File: config.mk
export PLATFORM = sky130hd
export DESIGN_NAME = four_button_press_tracker_top
export DESIGN_NICKNAME = d
export VERILOG_FILES = /design/src/rtl/core/fbpt_pkg.sv /design/src/rtl/core/four_button_press_tracker_top.sv
export SDC_FILE = /design/constraint.sdc
export NUM_CORES = 1
export LEC_CHECK = 0
export ABC_AREA = 0
export BUFFER_PORTS_ARGS = -buffer_cell sky130_fd_sc_hd__buf_2
export CORE_ASPECT_RATIO = 0.6
export CORE_MARGIN = 5
export CORE_UTILIZATION = 50
export DETAILED_ROUTE_END_ITERATION = 10
export PLACE_DENSITY_LB_ADDON = 0.3
export SLEW_MARGIN = 20
export SYNTH_ARGS = -nofsm -noshare
export SYNTH_HDL_FRONTEND = slang
export SYNTH_SLANG_ARGS = --single-unit
File: constraint.sdc
create_clock -name clk -period 7.9 [get_ports clk]
set_input_delay 1.185 -clock clk [delete_from_list [all_inputs] [get_ports clk]]
set_output_delay 1.185 -clock clk [all_outputs]
set_load 0.1 [all_outputs]
File: src/rtl/core/fbpt_pkg.sv
`timescale 1ns / 1ps

package fbpt_pkg;

	localparam int NUM_BUTTONS = 4;
	localparam int SHOWN_ENTRIES = 8;
	localparam int ID_W = 3;

	localparam int IN_W = 40;
	localparam int OUT_W = 72;

	localparam int ADDR_W = 1;
	localparam logic [ADDR_W-1:0] REG_DEBOUNCE = 1'b0;
	localparam logic [7:0] DEBOUNCE_RESET = 8'd20;

endpackage

File: src/rtl/core/four_button_press_tracker_top.sv
`timescale 1ns / 1ps

// The input register takes an item on its input transfer and passes it on to the result
// register when that is free or being emptied; the result register then raises m_tvalid
// and holds the item until m_tready is high.
// Throughput: one item per cycle, held back only by m_tready on the result register.
// Reset clears all tracking state, the press history and both valid flags;
// debounce_ms returns to 20. There is no clearing pass.
module four_button_press_tracker_top #(
	parameter int HISTORY_DEPTH = 8
) (
	input  logic                           clk,
	input  logic                           arst_n,
	// APB configuration port
	input  logic                           psel,
	input  logic                           penable,
	input  logic                           pwrite,
	input  logic [fbpt_pkg::ADDR_W-1:0]    paddr,
	input  logic [31:0]                    pwdata,
	output logic [31:0]                    prdata,
	output logic                           pready,
	// Button samples
	input  logic                           s_tvalid,
	output logic                           s_tready,
	// levels[3:0], now_ms[35:4], set_wait[36], zero[39:37]
	input  logic [fbpt_pkg::IN_W-1:0]      s_tdata,
	// Results
	output logic                           m_tvalid,
	input  logic                           m_tready,
	// release_event[0], prior_levels[4:1], held_button[7:5], held_since[39:8],
	// multi_active[40], history_word[64:41], history_len[68:65], zero[71:69]
	output logic [fbpt_pkg::OUT_W-1:0]     m_tdata
);

	localparam int CNT_W = $clog2(HISTORY_DEPTH + 1);
	localparam int SHOW_N = (HISTORY_DEPTH < fbpt_pkg::SHOWN_ENTRIES) ?
		HISTORY_DEPTH : fbpt_pkg::SHOWN_ENTRIES;

	// Configuration
	logic [7:0] deb_q;

	// Input register
	logic        vld_s1;
	logic [3:0]  levels_s1;
	logic [31:0] now_s1;
	logic        setw_s1;

	// Tracking state
	logic [3:0]  levels_q;
	logic [2:0]  dcnt_q;
	logic [31:0] rel_ms_q;
	logic [2:0]  held_q;
	logic [31:0] held_ms_q;
	logic        multi_q;
	logic        wait_q;
	logic [fbpt_pkg::ID_W-1:0] hist_q [HISTORY_DEPTH];
	logic [CNT_W-1:0] hcnt_q;

	// Result register
	logic                       out_vld_q;
	logic [fbpt_pkg::OUT_W-1:0] out_q;

	// Next-state values
	logic [3:0]  levels_n;
	logic [2:0]  dcnt_n;
	logic [31:0] rel_ms_n;
	logic [2:0]  held_n;
	logic [31:0] held_ms_n;
	logic        multi_n;
	logic        wait_n;
	logic [fbpt_pkg::ID_W-1:0] hist_n [HISTORY_DEPTH];
	logic [CNT_W-1:0] hcnt_n;
	logic        release_n;
	logic [3:0]  shown_n;
	logic [23:0] word_n;
	logic [31:0] gap;
	logic        gap_ok;
	logic        cfg_wr;
	logic        advance;

	assign pready = 1'b1;
	assign cfg_wr = psel && penable && pwrite && pready && (paddr == fbpt_pkg::REG_DEBOUNCE);
	assign prdata = (paddr == fbpt_pkg::REG_DEBOUNCE) ? {24'b0, deb_q} : 32'b0;

	always_ff @(posedge clk or negedge arst_n) begin
		if (!arst_n) begin
			deb_q <= fbpt_pkg::DEBOUNCE_RESET;
		end else if (cfg_wr) begin
			deb_q <= pwdata[7:0];
		end
	end

	// The item in the input register moves on whenever the result register is free
	// or is being emptied in the same cycle.
	assign advance  = vld_s1 && (!out_vld_q || m_tready);
	assign s_tready = !vld_s1 || advance;
	assign m_tvalid = out_vld_q;
	assign m_tdata  = out_q;

	always_ff @(posedge clk or negedge arst_n) begin
		if (!arst_n) begin
			vld_s1 <= 1'b0;
		end else if (s_tready) begin
			vld_s1 <= s_tvalid;
		end
	end

	always_ff @(posedge clk) begin
		if (s_tready && s_tvalid) begin
			levels_s1 <= s_tdata[3:0];
			now_s1    <= s_tdata[35:4];
			setw_s1   <= s_tdata[36];
		end
	end

	// A release earlier in the button order in the same sample would make the gap zero;
	// the released flag blocks those presses, so one subtraction against the stored time is enough.
	assign gap    = now_s1 - rel_ms_q;
	assign gap_ok = gap > {24'b0, deb_q};

	always_comb begin
		logic released;
		levels_n  = levels_q;
		dcnt_n    = dcnt_q;
		rel_ms_n  = rel_ms_q;
		held_n    = held_q;
		held_ms_n = held_ms_q;
		multi_n   = multi_q;
		wait_n    = wait_q || setw_s1;
		hist_n    = hist_q;
		hcnt_n    = hcnt_q;
		release_n = 1'b0;
		released  = 1'b0;
		word_n    = '0;
		shown_n   = '0;

		for (int i = 0; i < fbpt_pkg::NUM_BUTTONS; i++) begin
			if (levels_s1[i] && !levels_q[i]) begin
				if (held_n == 3'd0) begin
					held_n    = 3'(i + 1);
					held_ms_n = now_s1;
				end
				dcnt_n = dcnt_n + 3'd1;
				if (dcnt_n > 3'd1) begin
					multi_n = 1'b1;
				end
				levels_n[i] = 1'b1;
				if (gap_ok && !released) begin
					for (int j = HISTORY_DEPTH - 1; j > 0; j--) begin
						hist_n[j] = hist_n[j-1];
					end
					hist_n[0] = fbpt_pkg::ID_W'(i + 1);
					if (hcnt_n < CNT_W'(HISTORY_DEPTH)) begin
						hcnt_n = hcnt_n + CNT_W'(1);
					end
				end
			end else if (!levels_s1[i] && levels_q[i]) begin
				if (dcnt_n > 3'd0) begin
					dcnt_n = dcnt_n - 3'd1;
				end
				rel_ms_n    = now_s1;
				levels_n[i] = 1'b0;
				if (dcnt_n == 3'd0) begin
					held_n    = 3'd0;
					held_ms_n = '0;
				end
				release_n = 1'b1;
				released  = 1'b1;
			end
		end

		// The end of a multi-press and a pending wait both swallow the release.
		if (dcnt_n == 3'd0 && multi_n) begin
			multi_n   = 1'b0;
			release_n = 1'b0;
		end
		if (wait_n) begin
			wait_n    = dcnt_n != 3'd0;
			release_n = 1'b0;
		end

		if (32'(hcnt_n) < 32'(fbpt_pkg::SHOWN_ENTRIES)) begin
			shown_n = 4'(hcnt_n);
		end else begin
			shown_n = 4'(fbpt_pkg::SHOWN_ENTRIES);
		end
		for (int k = 0; k < SHOW_N; k++) begin
			if (4'(k) < shown_n) begin
				word_n[3*k +: 3] = hist_n[k];
			end
		end
	end

	always_ff @(posedge clk or negedge arst_n) begin
		if (!arst_n) begin
			levels_q  <= '0;
			dcnt_q    <= '0;
			rel_ms_q  <= '0;
			held_q    <= '0;
			held_ms_q <= '0;
			multi_q   <= 1'b0;
			wait_q    <= 1'b0;
			hcnt_q    <= '0;
			for (int j = 0; j < HISTORY_DEPTH; j++) begin
				hist_q[j] <= '0;
			end
			out_vld_q <= 1'b0;
		end else begin
			if (advance) begin
				levels_q  <= levels_n;
				dcnt_q    <= dcnt_n;
				rel_ms_q  <= rel_ms_n;
				held_q    <= held_n;
				held_ms_q <= held_ms_n;
				multi_q   <= multi_n;
				wait_q    <= wait_n;
				hcnt_q    <= hcnt_n;
				hist_q    <= hist_n;
				out_vld_q <= 1'b1;
			end else if (m_tready) begin
				out_vld_q <= 1'b0;
			end
		end
	end

	always_ff @(posedge clk) begin
		if (advance) begin
			out_q <= {3'b0, shown_n, word_n, multi_n, held_ms_n, held_n, levels_q, release_n};
		end
	end

	// The down count always mirrors the number of buttons held.
	a_dcnt_matches: assert property (@(posedge clk) disable iff (!arst_n)
		dcnt_q == 3'($countones(levels_q)))
		else $error("down count differs from stored levels");

	// A held button is recorded exactly when some button is down.
	a_held_consistent: assert property (@(posedge clk) disable iff (!arst_n)
		(held_q == 3'd0) == (levels_q == 4'd0))
		else $error("held button inconsistent with stored levels");

	// The history count never exceeds the history depth.
	a_hcnt_bound: assert property (@(posedge clk) disable iff (!arst_n)
		32'(hcnt_q) <= 32'(HISTORY_DEPTH))
		else $error("history count beyond depth");

	// State changes only when an item passes into the result register.
	a_state_hold: assert property (@(posedge clk) disable iff (!arst_n)
		!advance |=> $stable(levels_q) && $stable(hcnt_q))
		else $error("state changed without an item");

endmodule

-- After elaboration in Yosys (flattened, before gate mapping)
Index checks and enable logic that the tools add are counted.
- divide/modulo/power cells: 0
- shifts and indexed selects: 0
- $add $sub $neg: 13
- order comparisons: 22
- equal/unequal tests: 0
- reductions and logical operators: 53
- $mul: 0
- bitwise operators: 1
- multiplexer cells: 110
- operator list (cell ; number):
    $mux 32 ; 24
    $mux 24 ; 8
    $mux 3 ; 36
    $mux 4 ; 13
    $gt 32x8->1 ; 1
    $sub 32x32->32 ; 1
    $mux 1 ; 28
    $logic_not 3->1 ; 9
    $gt 3x1->1 const B ; 8
    $lt 4x4->1 const B ; 5
    $logic_and 1x1->1 ; 17
    $add 4x1->4 const B ; 4
    $lt 3x4->1 const A ; 4
    $logic_not 1->1 ; 13
    $add 3x1->3 const B ; 4
    $sub 3x1->3 const B ; 4
    $reduce_bool 2->1 ; 5
    $lt 1x4->1 const A ; 2
    $lt 2x4->1 const A ; 2
    $mux 8 ; 1
    $reduce_and 2->1 ; 4
    $logic_or 1x1->1 ; 3
    $reduce_bool 3->1 ; 1
    $reduce_or 2->1 ; 1
    $not 1->1 ; 1
- output and inout port bits: 107
- RAM bits: 0
- memories: 0
- memory bits (read-only): 0
- flip-flop bits (word level): 220
- latch bits: 0
- word-level logic and storage cells: 234

-- Logic depth before layout (Yosys ltp)
Gate-level depths: netlist of the first run.
- depth after elaboration: 27
- mapped depth: 31

-- Worst setup path before layout of the first run
Ideal clock, no wire load.
- path type: register to register
- start: register now_s1[3]
- end: register out_q, in the netlist m_tdata[56], data pin
- period minus slack after synthesis: 5.603 ns
- arrival time: 5.341 ns
- stages on the path, launching flop included: 30
- buffers on the path: 2
- setup time: 0.262 ns
- setup slack: 2.297 ns
- cells stage by stage: edfxtp_1 ha_1 o211ai_1 a21oi_1 nor2_1 o21ai_0 xor2_1 ha_1 nand4_1 nand2b_1 a211oi_1 o2111ai_1 nor4_1 nand3_1 nor4_2 and4b_1 buf_4 nand2_4 buf_2 a2bb2oi_1 ha_1 nand3_1 nand2_1 ha_1 nand2_1 a21oi_1 a211oi_1 a22oi_2 a32oi_1 nor2_1
- cells in the longest elaborated chain, start to end: 19
- elaborated cells on any way between the ends: 33
- ends and longest elaborated chain (item ; line ; RTL):
    start, declared ; four_button_press_tracker_top.sv:45 ; logic [31:0] now_s1;
    start signal, assigned ; four_button_press_tracker_top.sv:111 ; now_s1 <= s_tdata[35:4];
    $sub 32x32->32 (*) ; four_button_press_tracker_top.sv:118 ; assign gap = now_s1 - rel_ms_q;
    $gt 32x8->1 (*) ; four_button_press_tracker_top.sv:119 ; assign gap_ok = gap > {24'b0, deb_q};
    $mux 4 ; four_button_press_tracker_top.sv:148 ; if (gap_ok && !released) begin
    $mux 4 ; four_button_press_tracker_top.sv:138 ; if (levels_s1[i] && !levels_q[i]) begin
    $add 4x1->4 or $lt 4x4->1 (tied branches) ; four_button_press_tracker_top.sv:154, four_button_press_tracker_top.sv:153 ;
    $mux 4 ; four_button_press_tracker_top.sv:153 ; if (hcnt_n < CNT_W'(HISTORY_DEPTH)) begin
    $mux 4 ; four_button_press_tracker_top.sv:148 ;
    $mux 4 ; four_button_press_tracker_top.sv:138 ;
    [... 3 more ...] ; - ;
    $mux 4 ; four_button_press_tracker_top.sv:138 ;
    $add 4x1->4 or $lt 4x4->1 (tied branches) ; four_button_press_tracker_top.sv:154, four_button_press_tracker_top.sv:153 ;
    $mux 4 ; four_button_press_tracker_top.sv:153 ;
    $mux 4 ; four_button_press_tracker_top.sv:148 ;
    $mux 4 ; four_button_press_tracker_top.sv:138 ;
    $lt 4x4->1 ; four_button_press_tracker_top.sv:182 ; if (32'(hcnt_n) < 32'(fbpt_pkg::SHOWN_ENTRIES)) begin
    $mux 4 ; four_button_press_tracker_top.sv:182 ;
    $lt 3x4->1 ; four_button_press_tracker_top.sv:188 ; if (4'(k) < shown_n) begin
    end signal, assigned ; four_button_press_tracker_top.sv:228 ; out_q <= {3'b0, shown_n, word_n, multi_n, held_ms_n, held_n, levels_q, release_n};
    end, declared ; four_button_press_tracker_top.sv:61 ; logic [fbpt_pkg::OUT_W-1:0] out_q;
Mark *: on every way between the ends. The rest lies on a longest branch, timed or not.
A chain may end at the register's enable or synchronous reset.

-- Worst setup path in the final report of the first run
- start: register now_s1[3]
- end: register out_q, in the netlist m_tdata[58], data pin
Same word-level chain as after synthesis.

==> flow_summary.toml, run 1 <==
[die]
dieArea_um2 = 32700
fp-row-count = 48
core_um2 = 28700
die_w_um = 230
start_util_pct = 50.6
dieHeight_um = 142
ios = 187

[clock_tree]
htree_levels = 1
clk_pin_slew_worst_paths_ps = 60
postCtsSetupBuffers = 0
cts_tree = "done"
numCtsBuffers = 23
postCtsHoldBufs = 0
clock_latency_ps = 550
cts_resized = 0
root_buffer = "clkbuf_16"
clock-sinks = 220
cts.path.max_buffers = 3

[critical_path]
crit_type = "flip-flop to flip-flop"
start_kind = "flip-flop"
regToRegSetupSlack_ps = 680
critPathArrivalTime_ps = 7470
crit_fanout = 18
critPathCaptureType = "flip-flop"
crit_required_ps = 8150

[logic_synthesis]
synth.most_common_cell = "nand2_1"
synth-edff-count = 106
yosysTopAreaCell = "edfxtp_1"
synthArstFlopShare_pct = 51.8
ys_ff_latch = 220
synth_common_cells = "208 x nand2_1, 163 x nor2_1, 123 x o21ai_0"
syn_area_per_cell_um2 = 9.09
yosysSeqAreaShare_pct = 41.6
synthesis.area_um2 = 14500
postSynthCellCount = 1596
ys_types = 91
synthFlopType = "dfrtp_1"
synth_top_area_share_pct = 21.9
netlist_top_cells_area = "edfxtp_1 22%, dfrtp_1 19%, ha_1 5.9%"
yosysWarnings = 0

[sta]
rsz0062_at_grt = "false"
final_hold_viol_count = 0
slew-limit-headroom_pct = 34.2
worst_pin_slew_ps = 978
fin_crit_sh_pct = 91.3
final.setup.tns_ps = 0
finClkSkew_ps = 33.0
min_period_ps = 7220
setup_viol = 0
max_freq_mhz = 139
drv_slew = 0

[routing]
wl_per_cell_um = 19.9
drt_iter0_markers = 1348
wirelength_mm = 41.2
drc = 0
ant_nets = 0
vias = 12500
first_pass_iters = 5
via_per_inst = 6.04

[global_routing]
grt_pass1_wl_mm = 64.9
grt_max_degree = 69
antenna_found_initial = 0
grt_overflow_total = 0
grtUsageTotal_pct = 24.5
first_global_vias = 11400

[job]
cap_violations = 0

[place]
gp_congestion = 0.960
io_buffers = 131
hpwlAfterDp_mm = 29.0

[layout]
drive_gt1_share_pct = 16.3
nNetsFinal = 1823
area_delta_synth_final_pct = 11.5
antenna_cells = 0

[outcome]
status = "finished clean"

[hold_path]
hold_class = "flip-flop to flip-flop"
[cell families (layout without fill, tap and decap cells)]
| kind of cell | Yosys count | in the layout | synth area share (%) |
|---|---|---|---|
| buffers and inverters | 209 | 278 | 6.38 |
| muxes | 88 | 88 | 6.45 |
| other | 2 | 28 | 0.0517 |
| DFF | 220 | 220 | 41.6 |
| adders and majority gates | 69 | 69 | 6.00 |
| xor gates and xnor gates | 36 | 36 | 2.22 |
| and+or+nand+nor | 518 | 518 | 16.1 |
| AOI/OAI and AO/OA | 454 | 454 | 21.2 |
[layer usage]
layer / wire (µm) / part of all wire [%] / track usage (%) / up-vias
li1: - / - / - / 5888
met1: 20400 / 50 / 40.7 / 5973
met2: 16100 / 39 / 32.6 / 567
met3: 3900 / 9.5 / 4.97 / 48
met4: 697 / 1.7 / 4.65 / 0
met5: 0 / 0 / 0 / -
[worst paths after layout]
check                                             to  cells after the start                    start
min                             m_tdata[2]$_DFFE_PP_                      0  levels_q[1]$_DFFE_PN0P_
max in group asynchronous         wait_q$_DFFE_PN0P_                      2                   arst_n
max reg2reg                m_tdata[58]$_SDFFCE_PP0P_                     27      now_s1[3]$_DFFE_PP_
min in group asynchronous  held_ms_q[26]$_DFFE_PN0P_                      1                   arst_n
max                        m_tdata[58]$_SDFFCE_PP0P_                     27      now_s1[3]$_DFFE_PP_
min reg2reg                     m_tdata[2]$_DFFE_PP_                      0  levels_q[1]$_DFFE_PN0P_
[area by class of cell]
type / instances / area [µm²]
Multi-Input combinational cell: 1193 / 7690
Tap cell: 375 / 469
Clock buffer: 25 / 583
Inverter: 86 / 325
Fill cell: 2553 / 12500
Clock inverter: 17 / 220
Sequential cell: 220 / 6040
Timing Repair Buffer: 150 / 857
[layout by cell type, fill, tap and decap left out, drive strengths merged, types with 7 or more instances in the layout]
| cell type | count |
|---|---|
| o21a | 8 |
| dfrtp | 112 |
| a21oi | 93 |
| xnor2 | 24 |
| buf | 150 |
| inv | 86 |
| nor4 | 8 |
| mux2i | 44 |
| o22ai | 22 |
| nand2b | 16 |
| nand3 | 23 |
| nand2 | 210 |
| o211ai | 15 |
| conb | 28 |
| ha | 68 |
| o31ai | 7 |
| nor2 | 164 |
| and2 | 10 |
| o21ai | 133 |
| nand4 | 12 |
| clkinv | 10 |
| xor2 | 12 |
| mux2 | 44 |
| nor3 | 39 |
| edfxtp | 106 |
| or3 | 7 |
| a22o | 32 |
| a211oi | 16 |
| clkbuf | 25 |
| a31oi | 28 |
| a21o | 8 |
| a311o | 32 |
[sequential cells by signal (all words and copies together), names as in the netlist, 4 cells and up]
signal	cells
m_tdata	69
now_s1	32
levels_s1	4
held_ms_q	32
rel_ms_q	32
hist_q	24
deb_q	8
levels_q	4
hcnt_q	4
[stage by stage]
stage	hold WS [ps]	cell area, µm²	worst slack (ps)	instances	util, %
2_1_floorplan	450	14600	2300	1622	-
3_3_place_gp	462	15300	989	2021	53.3
3_5_place_dp	467	15300	848	2021	53.3
4_1_cts	494	16100	816	2063	56.1
5_1_grt	503	16200	322	2066	56.4
6_report	493	16200	685	2066	56.4
[critical path: stages, from the launching register on]
cell and delay (ps):
edfxtp_1 450, ha_1 390, o211ai_1 120, a21oi_1 390, nor2_1 150, o21ai_0 220, xor2_1 90, ha_1 320
nand4_1 120, nand2b_1 220, a211oi_1 270, o2111ai_1 140, nor4_1 300, nand3_1 160, nor4_2 470, and4b_1 600
nand2_4 280, a2bb2oi_1 230, ha_1 280, nand3_1 190, nand2_1 90, ha_1 200, nand2_1 70, a21oi_1 90
a211oi_1 330, a22oi_2 160, a32oi_1 470, nor2_1 100
Power of run 1 is left out: the tool's default activity adds up to more than one toggle a clock period on the data nets, which glitch-free logic cannot reach.
==> run 2: changes to the inputs <==
CTS_BUF_LIST = sky130_fd_sc_hd__clkbuf_8 sky130_fd_sc_hd__clkbuf_16   (was unset)
HOLD_SLACK_MARGIN = 0.02   (was unset)
==> run 2 against run 1 <==
Compared with the run above: die area stayed put; sequential cell count unchanged; register-to-register slack barely moved; non-clock buffer count did not move; final area unchanged; routed wire length about the same; global-route usage unchanged; worst hold slack barely moved; first-iteration DRC count is 1.4% lower; utilization unchanged; setup slack better by 7.1 ps.
==> flow_summary.toml, run 2 (synthesis gave the netlist of run 1 again) <==
[sta]
rsz0062_at_grt = "false"
final.setup.tns_ps = 0
fin_crit_sh_pct = 91.2
slew-limit-headroom_pct = 34.1
drv_slew = 0
min_period_ps = 7210
final_hold_viol_count = 0
max_freq_mhz = 139
worst_pin_slew_ps = 986
setup_viol = 0
finClkSkew_ps = 32.7

[layout]
area_delta_synth_final_pct = 11.5
largest_reg_flops = 69
final_common_cell = "nand2_1"
nNetsFinal = 1823
antenna_cells = 0
final_util_pct = 56.4
drive_gt1_share_pct = 16.3
final_cell_mix = "207 x nand2_1, 161 x nor2_1, 130 x buf_2"

[routing]
first_pass_iters = 5
drt_iter0_markers = 1329
ant_nets = 0
wl_met1_mm = 20.4
vias = 12500
via_per_inst = 6.05
met3_length_mm = 3.95
wl_per_cell_um = 19.9
wirelength_mm = 41.1
highest_layer = "met4"
drc = 0
wl_met2_mm = 16.1

[critical_path]
reg2reg_depth = 27
crit_required_ps = 8150
cpMostUsedCell = "ha_1"
regToRegSetupSlack_ps = 690
critPathCaptureType = "flip-flop"
critical_path.top_delay_family = "simple AND/OR/NAND/NOR gates"
crit-reg2reg-launch = "now_s1[3]$_DFFE_PP_"
crit_buf_inv = 0
critPathArrivalTime_ps = 7460
crit_slowest_cell = "and4b_1"
max_stage_delay_ps = 600
crit_fanout = 18
start_kind = "flip-flop"
reg2reg_to = "m_tdata[58]$_SDFFCE_PP0P_"
crit_type = "flip-flop to flip-flop"

[global_routing]
grt_max_degree = 69
grt_overflow_total = 0
first_global_vias = 11400
grtUsageTotal_pct = 24.5
antenna_found_initial = 0
grt_pass1_wl_mm = 64.9

[clock_tree]
postCtsSetupBuffers = 0
numCtsBuffers = 23
htree_levels = 1
clock_latency_ps = 550
root_buffer = "clkbuf_16"
postCtsHoldBufs = 0
clk_pin_slew_worst_paths_ps = 60
cts_tree = "done"
cts_resized = 0
cts.path.max_buffers = 3
clock-sinks = 220

[die]
fp-row-count = 48
dieArea_um2 = 32700
start_util_pct = 50.6
die_w_um = 230
ios = 187
dieHeight_um = 142
core_um2 = 28700

[hold_path]
worstHoldPathCells = 0
hold_start = "levels_q[1]$_DFFE_PN0P_"
hold_class = "flip-flop to flip-flop"
whs_endpoint = "m_tdata[2]$_DFFE_PP_"

[outcome]
status = "finished clean"

[place]
gp_congestion = 0.960
io_buffers = 131
hpwlAfterDp_mm = 29.0

[job]
cap_violations = 0
## run 2: cell types whose count changed in the layout (fill, tap and decap cells not counted), sizes merged
| cell | before | now |
|---|---|---|
| clkbuf | 25 | 23 |
| inv | 86 | 88 |
## run 2: area by class of cell
type,count,area [µm²]
multi-input cells,1193,7690
well taps,375,469
clock buffers,23,576
flip-flops and latches,220,6040
inverters,86,325
clock inverters,19,228
fillers,2553,12500
repair buffers,150,857
## run 2: worst max-delay path by stage
stage,startpoint,to,slack [ps],cells past startpoint
2_1_floorplan,now_s1[3]$_DFFE_PP_,m_tdata[56]$_SDFFCE_PP0P_,2300,29
5_1_grt,now_s1[4]$_DFFE_PP_,m_tdata[61]$_SDFFCE_PP0P_,320,27
3_3_place_gp,now_s1[4]$_DFFE_PP_,m_tdata[42]$_SDFFCE_PP0P_,990,26
4_1_cts,now_s1[3]$_DFFE_PP_,m_tdata[58]$_SDFFCE_PP0P_,820,27
3_5_place_dp,now_s1[3]$_DFFE_PP_,m_tdata[61]$_SDFFCE_PP0P_,850,27
6_report,now_s1[3]$_DFFE_PP_,m_tdata[58]$_SDFFCE_PP0P_,690,27
## run 2: routing by layer
layer  global-route usage [%]  vias up
li1                         -     5893
met1                     40.7     5986
met2                     32.6      567
met3                     4.97       52
met4                     4.65        0
met5                        0        -
## run 2: stage by stage
stage	std cells	setup WS, ps	cell area [µm²]	hold WS [ps]
4_1_cts	2063	816	16100	494
3_3_place_gp	2021	989	15300	462
6_report	2066	692	16200	493
5_1_grt	2066	322	16200	503
2_1_floorplan	1622	2300	14600	450
3_5_place_dp	2021	848	15300	467
Power of run 2 is left out for the same reason.
